## src/sv/sct_pkg.sv

```systemverilog
// Shared types and codes for the S-expression character tokenizer.
`default_nettype none
package sct_pkg;

	localparam logic [2:0] KIND_LPAREN = 3'd0;
	localparam logic [2:0] KIND_RPAREN = 3'd1;
	localparam logic [2:0] KIND_NUMBER = 3'd2;
	localparam logic [2:0] KIND_SYMBOL = 3'd3;
	localparam logic [2:0] KIND_BAD    = 3'd4;
	localparam logic [2:0] KIND_END    = 3'd5;

	localparam logic [7:0] CH_TAB    = 8'd9;
	localparam logic [7:0] CH_LF     = 8'd10;
	localparam logic [7:0] CH_CR     = 8'd13;
	localparam logic [7:0] CH_SPACE  = 8'd32;
	localparam logic [7:0] CH_LPAREN = 8'd40;
	localparam logic [7:0] CH_RPAREN = 8'd41;
	localparam logic [7:0] CH_ZERO   = 8'd48;
	localparam logic [7:0] CH_NINE   = 8'd57;
	localparam logic [7:0] CH_SYM_HI = 8'd127;

	typedef enum logic [2:0] {
		MODE_IDLE   = 3'b001,
		MODE_NUMBER = 3'b010,
		MODE_SYMBOL = 3'b100
	} mode_t;

	typedef struct packed {
		logic [2:0] token_kind;
		logic [7:0] char_value;
		logic       carries_char;
		logic       token_done;
		logic       run_last;
	} result_t;

endpackage
`default_nettype wire

```

## src/sv/sct_decode.sv

```systemverilog
// Character classification and scan-mode step: up to two result words per character.
`default_nettype none
module sct_decode (
	input  sct_pkg::mode_t   scan_mode,
	input  logic [7:0]       char_code,
	input  logic             end_of_input,
	output sct_pkg::result_t res0,
	output sct_pkg::result_t res1,
	output logic [1:0]       res_count,
	output sct_pkg::mode_t   next_mode
);
	import sct_pkg::*;

	logic    is_space;
	logic    is_num;
	logic    is_sym;
	logic    idle_has;
	result_t idle_res;
	mode_t   idle_mode;
	result_t close_res;
	logic    run_open;
	logic    run_cont;
	logic [2:0] run_kind;

	assign is_space = (char_code == CH_SPACE) || (char_code == CH_TAB) ||
		(char_code == CH_LF) || (char_code == CH_CR);
	assign is_num = (char_code >= CH_ZERO) && (char_code <= CH_NINE);
	assign is_sym = (char_code > CH_SPACE) && (char_code <= CH_SYM_HI) &&
		(char_code != CH_LPAREN) && (char_code != CH_RPAREN);

	// handling of the character as seen from idle
	always_comb begin
		idle_has = 1'b1;
		idle_mode = MODE_IDLE;
		idle_res = '{token_kind: KIND_BAD, char_value: 8'd0, carries_char: 1'b0,
			token_done: 1'b1, run_last: 1'b1};
		if (end_of_input) begin
			idle_res.token_kind = KIND_END;
		end else if (is_space) begin
			idle_has = 1'b0;
		end else if (char_code == CH_LPAREN) begin
			idle_res.token_kind = KIND_LPAREN;
		end else if (char_code == CH_RPAREN) begin
			idle_res.token_kind = KIND_RPAREN;
		end else if (is_num) begin
			idle_res.token_kind = KIND_NUMBER;
			idle_res.char_value = char_code;
			idle_res.carries_char = 1'b1;
			idle_res.token_done = 1'b0;
			idle_mode = MODE_NUMBER;
		end else if (is_sym) begin
			idle_res.token_kind = KIND_SYMBOL;
			idle_res.char_value = char_code;
			idle_res.carries_char = 1'b1;
			idle_res.token_done = 1'b0;
			idle_mode = MODE_SYMBOL;
		end
	end

	always_comb begin
		run_open = 1'b0;
		run_cont = 1'b0;
		run_kind = KIND_NUMBER;
		unique case (scan_mode)
			MODE_NUMBER: begin
				run_open = 1'b1;
				run_cont = !end_of_input && is_num;
			end
			MODE_SYMBOL: begin
				run_open = 1'b1;
				run_cont = !end_of_input && is_sym;
				run_kind = KIND_SYMBOL;
			end
			default: begin
				run_open = 1'b0;
			end
		endcase
	end

	assign close_res = '{token_kind: run_kind, char_value: 8'd0, carries_char: 1'b0,
		token_done: 1'b1, run_last: !idle_has};

	always_comb begin
		res0 = idle_res;
		res1 = idle_res;
		res_count = {1'b0, idle_has};
		next_mode = idle_mode;
		if (run_open && run_cont) begin
			res0 = '{token_kind: run_kind, char_value: char_code, carries_char: 1'b1,
				token_done: 1'b0, run_last: 1'b1};
			res_count = 2'd1;
			next_mode = scan_mode;
		end else if (run_open) begin
			res0 = close_res;
			res_count = idle_has ? 2'd2 : 2'd1;
		end
	end

endmodule
`default_nettype wire

```

## src/sv/sexpr_char_tokenizer.sv

```systemverilog
// Channel   | Direction | Handshake               | Payload
// char      | in        | char_valid / char_stall | char_code, end_of_input
// tok       | out       | tok_valid / tok_stall   | token_kind, char_value, carries_char,
//           |           |                         | token_done, run_last
// One input register, decode logic, one output register. A character that gives at
// most one word moves through at one word per cycle unless the output stalls; one that
// closes a run and gives a word of its own gives two words and holds the input
// register until its second word is loaded. Reset returns the scan mode to idle and
// empties both registers. A stalled output holds the input register unless its character gives none.
`default_nettype none
module sexpr_char_tokenizer (
	input  logic       clk,
	input  logic       arst_n,
	input  logic       char_valid,
	output logic       char_stall,
	input  logic [7:0] char_code,
	input  logic       end_of_input,
	output logic       tok_valid,
	input  logic       tok_stall,
	output logic [2:0] token_kind,
	output logic [7:0] char_value,
	output logic       carries_char,
	output logic       token_done,
	output logic       run_last
);
	import sct_pkg::*;

	logic       vld_s1;
	logic [7:0] char_s1;
	logic       eoi_s1;
	logic       half_q;
	mode_t      mode_q;
	logic       out_vld_s2;
	result_t    out_s2;

	result_t    res0;
	result_t    res1;
	logic [1:0] res_count;
	mode_t      next_mode;
	logic       load_ok;
	logic       emit;
	logic       done_s1;
	logic       accept;

	sct_decode u_decode (
		.scan_mode    (mode_q),
		.char_code    (char_s1),
		.end_of_input (eoi_s1),
		.res0         (res0),
		.res1         (res1),
		.res_count    (res_count),
		.next_mode    (next_mode)
	);

	assign load_ok = !out_vld_s2 || !tok_stall;
	assign emit = vld_s1 && (res_count != 2'd0) && load_ok;
	// item leaves stage 1 once its last word is loaded, or at once if it gives none
	assign done_s1 = vld_s1 && ((res_count == 2'd0) ||
		(load_ok && (half_q || (res_count == 2'd1))));
	assign char_stall = vld_s1 && !done_s1;
	assign accept = char_valid && !char_stall;

	always_ff @(posedge clk or negedge arst_n) begin
		if (!arst_n) begin
			vld_s1 <= 1'b0;
			half_q <= 1'b0;
			mode_q <= MODE_IDLE;
			out_vld_s2 <= 1'b0;
		end else begin
			if (accept) begin
				vld_s1 <= 1'b1;
			end else if (done_s1) begin
				vld_s1 <= 1'b0;
			end
			if (done_s1) begin
				half_q <= 1'b0;
				mode_q <= next_mode;
			end else if (emit) begin
				half_q <= 1'b1;
			end
			if (load_ok) begin
				out_vld_s2 <= emit;
			end
		end
	end

	always_ff @(posedge clk) begin
		if (accept) begin
			char_s1 <= char_code;
			eoi_s1 <= end_of_input;
		end
		if (emit) begin
			out_s2 <= half_q ? res1 : res0;
		end
	end

	assign tok_valid = out_vld_s2;
	assign token_kind = out_s2.token_kind;
	assign char_value = out_s2.char_value;
	assign carries_char = out_s2.carries_char;
	assign token_done = out_s2.token_done;
	assign run_last = out_s2.run_last;

`ifndef SYNTH
	a_half_needs_item: assert property (@(posedge clk) disable iff (!arst_n)
		half_q |-> vld_s1)
		else $error("second word pending without an item in stage 1");

	a_half_in_run: assert property (@(posedge clk) disable iff (!arst_n)
		half_q |-> (mode_q == MODE_NUMBER || mode_q == MODE_SYMBOL))
		else $error("two-word item without an open run");

	a_second_word_follows: assert property (@(posedge clk) disable iff (!arst_n)
		(tok_valid && !tok_stall && !run_last) |=> tok_valid)
		else $error("second word of an item did not follow the first");

	a_char_kind: assert property (@(posedge clk) disable iff (!arst_n)
		(tok_valid && carries_char) |->
		(token_kind == KIND_NUMBER || token_kind == KIND_SYMBOL))
		else $error("character word with a kind other than number or symbol");
`endif

endmodule
`default_nettype wire
```

## config.mk

```make
export PLATFORM = sky130hd
export DESIGN_NAME = sexpr_char_tokenizer
export DESIGN_NICKNAME = d
export VERILOG_FILES = /design/src/sv/sct_pkg.sv /design/src/sv/sct_decode.sv /design/src/sv/sexpr_char_tokenizer.sv
export SDC_FILE = /design/constraint.sdc
export NUM_CORES = 1
export LEC_CHECK = 0
export BUFFER_PORTS_ARGS = -buffer_cell sky130_fd_sc_hd__buf_2
export CAP_MARGIN = 25
export CORE_AREA = 2 2 71 73
export CTS_BUF_LIST = sky130_fd_sc_hd__clkbuf_8 sky130_fd_sc_hd__clkbuf_16
export CTS_CLUSTER_DIAMETER = 40
export DETAILED_ROUTE_END_ITERATION = 7
export DIE_AREA = 0 0 73 75
export HOLD_SLACK_MARGIN = 0.15
export REMOVE_ABC_BUFFERS = 1
export SLEW_MARGIN = 40
export SYNTH_ARGS = -nofsm -noshare
export SYNTH_HDL_FRONTEND = slang
export SYNTH_SLANG_ARGS = --single-unit
```

## constraint.sdc

```tcl
create_clock -name clk -period 7.62 [get_ports clk]
set_input_delay 1.143 -clock clk [delete_from_list [all_inputs] [get_ports clk]]
set_output_delay 1.143 -clock clk [all_outputs]
set_load 0.005 [all_outputs]
```

==> out/qor_table.md <==
| Quantity | Reported |
| --- | --- |
| Total CTS buffers | 5 |
| Post-detailed-route DRC marker count | 0 |
| Most frequent standard cell in the layout excluding fill and tap cells | buf_2 |
| Internal Pwr Total | 0.295 mW |
| Number of optimization iterations in the first detailed-route pass | 4 |
| Reg clk slew, reported paths | 0.06 ns |
| Share of async-settable or async-resettable flops after synthesis | 0.207 |
| Stage delay of the slowest cell on the critical path | 0.54 ns |
| Total cell area at the placement stage | 0.00159 mm² |
| Global placer's final weighted congestion | 0.753 |
| Crit Path Class | reg -> out |
| Routed WL | 2.59 mm |
| Post-synth top flop | edfxtp_1 |
| Tightest Hold Check Type | reg -> reg |
| Seq cells post-synth | 29 |
| Accumulated negative setup slack | 0 ns |
| Fraction of final layout cells with drive strength greater than 1 | 0.350 |
| Post-detailed-placement half-perimeter wirelength | 2.01 mm |
| Cell family with the largest share of critical-path delay | simple AND/OR/NAND/NOR gates |
| Peak supply drop | 0.0703 mV |
| Drt wl/cell | 13.3 µm |
| Critical path, cell by cell | or4b_4 > or2_2 > nor3_1 > o21bai_1 > ha_1 > o31ai_2 > o22ai_1 > buf_2 |
| Die Span Y | 75 µm |
| Die X-Extent | 73 µm |
| Worst hold margin | 0.566 ns |
| Number of antenna violations at the first check in global routing | 0 |
| Maximum number of pins on one net before global-route repair | 15 |
| Core utilization of the finished layout | 0.357 |
| Fraction of power consumed by the clock network | 0.279 |
| Diodes inserted | 0 |
| Quantity of hold-fixing buffers added after cts | 0 |
| Number of maximum-capacitance violations | 0 |
| Part of the total power dissipated in combinational logic | 0.187 |
| Post-synthesis area per instance | 13.2 µm² |
| RSZ-0062 raised after global routing | false |
| Overflow after GRT | 0 |
| Kind of end point of the critical path | output pin |
| Relative contribution of sequential cells to total power | 0.534 |
| Starting utilization of the core area | 0.295 |
| Post-DRT Antenna Nets | 0 |
| Crit path buf inv count | 1 |
| Clk sink count | 29 |
| Arrival time of the worst setup path | 3.06 ns |
| Worst setup SP type | flip-flop |
| Status | finished, final reports clean |
| Die Area | 0.00548 mm² |
| Number of setup buffers added after CTS | 0 |
| Number of different library cells in the post-synthesis netlist | 37 |
| Maximum fanout count along the critical path | 5 |
| Gate Count Post-Synth | 104 |
| Clock Tree Root | clkbuf_8 |
| Max Transition Viols Final | 0 |
| Vias after detailed routing | 955 |
| Instance count on the critical path | 8 |
| Wire length of the first global-routing pass | 4.28 mm |
| Area fraction of the dominant cell type after synthesis | 0.503 |
| Clock period minus worst slack | 4.20 ns |
| Core Rows | 25 |
| Core outline area | 0.00466 mm² |
| Worst setup skew after layout | 0.00298 ns |
| Switching part of the total power | 0.274 |
| Netlist area before placement | 0.00137 mm² |
| Avg Vias per Cell | 4.92 |
| Number of global-route vias before repair | 973 |
| Number of buffers added on ports | 28 |
| Ranking of synthesized cells by area | edfxtp_1 (50%), dfrtp_1 (9.1%), nor2b_1 (4.1%) |
| Worst Reg2Reg Path Length in Cells | 7 |
| Number of cells upsized or downsized after cts | 0 |
| Leakage dissipation | 0.643 nW |
| H-tree lvl count | 2 |
| PD cells | 244 mW/mm² |
| Most frequent cells in the layout | buf_2 (28), edfxtp_1 (23), nor2b_1 (9) |
| Data required time at the worst endpoint | 6.48 ns |
| Synthesis warning total | 0 |
| Synth area leader | edfxtp_1 |
| Slowest CP cell | or4b_4 |
| Post-route standard cell area excluding fillers | 0.00167 mm² |
| Clock insertion delay at the later pin of the skew report | 0.27 ns |
| Number of stages on the worst hold path | 1 |
| Net switching component of the power | 0.111 mW |
| Sequential area share after synthesis | 0.613 |
| Net count, final | 154 |
| Gr usage total | 0.104 |
| Clock Tree Buf Depth | 2 |
| Count of flip-flops with a built-in enable after synthesis | 23 |
| Area growth from synthesis to final layout | 21.2% |
| TritonCTS clock tree | done |
| Final Cycle Share | 0.551 |
| Fmax achieved | 238 MHz |
| Count of pins on the block boundary | 29 |
| Final count of hold timing violations | 0 |
| 1st-iter DRT viols | 40 |
| Final setup vio count | 0 |
| Total power after layout | 0.406 mW |
-- power groups by stage --
stage,registers (mW),logic (mW),clock network [mW]
6_report,0.217,0.0759,0.113
5_1_grt,0.220,0.0841,0.124
4_1_cts,0.217,0.0771,0.116
3_5_place_dp,0.220,0.0766,0
3_3_place_gp,0.219,0.0742,0
2_1_floorplan,0.218,0.0475,0
-- logic make-up after synthesis --
kind of cell,synth area share
flops,0.613
simple gates,0.191
other cells,0.00273
compound gates,0.139
mux,0.0246
xor+xnor,0.00638
buf+inv,0.0137
fa+ha+maj,0.00911
-- state kept, by name, summed over array words and instances (netlist names) --
| name | count |
|---|---|
| token_kind | 3 |
| char_value | 8 |
| tok_valid | 1 |
| vld_s1 | 1 |
| token_done | 1 |
| mode_q | 3 |
| run_last | 1 |
| eoi_s1 | 1 |
| char_s1 | 8 |
| carries_char | 1 |
| half_q | 1 |
-- metal layers --
metal	routed length (µm)	part of all wire	global-route usage	up-vias
met5	0	0	0	-
met4	86	0.033	0.0782	0
li1	-	-	-	465
met2	1200	0.46	0.170	31
met3	163	0.063	0.0281	9
met1	1140	0.44	0.117	450
-- synth_stat cells (all sizes together), types with 2 or more instances --
master	count
nand2	6
nand3	2
inv	5
o21ai	2
nor3b	3
o22ai	3
mux2	3
nor2b	9
nor3	6
nand4	2
dfrtp	5
or3	3
nor2	7
a21oi	3
o31ai	2
edfxtp	23
or2	3
or3b	2
-- layout make-up --
type,count,area [µm²]
inverters,5,18.8
well taps,54,67.6
repair buffers,29,148
clock buffers,5,68.8
flip-flops and latches,29,842
clock inverters,2,7.51
fillers,451,3000
multi-input cells,70,513
-- per-stage QoR --
step                worst slack [ns]  std cells
global route                    3.24        194
finish                          3.42        194
global placement                3.82        187
floorplan                       4.06        104
CTS                             3.43        194
detailed placement              3.75        187
-- worst paths after layout --
path	from	end	slack (ns)
worst min register to register	mode_q[1]$_DFFE_PN0P_	mode_q[1]$_DFFE_PN0P_	0.57
max in group asynchronous	arst_n	mode_q[0]$_DFFE_PN1P_	6.72
worst max register to register	char_s1[6]$_DFFE_PP_	char_s1[2]$_DFFE_PP_	4.27
min in group asynchronous	arst_n	mode_q[1]$_DFFE_PN0P_	0.68
worst max-delay path	char_s1[6]$_DFFE_PP_	char_stall	3.42
worst min-delay path	mode_q[1]$_DFFE_PN0P_	mode_q[1]$_DFFE_PN0P_	0.57
-- worst reg2reg max path: cells and delay by family, from the launching register on --
kind	cells	cell delay, ns
flip-flops	1	0.46
AND/OR/NAND/NOR	3	1.19
adder cells (fa/ha/maj)	1	0.35
AO/OA/AOI/OAI	3	1.01
Note: power is estimated with default switching activity, not from simulation.
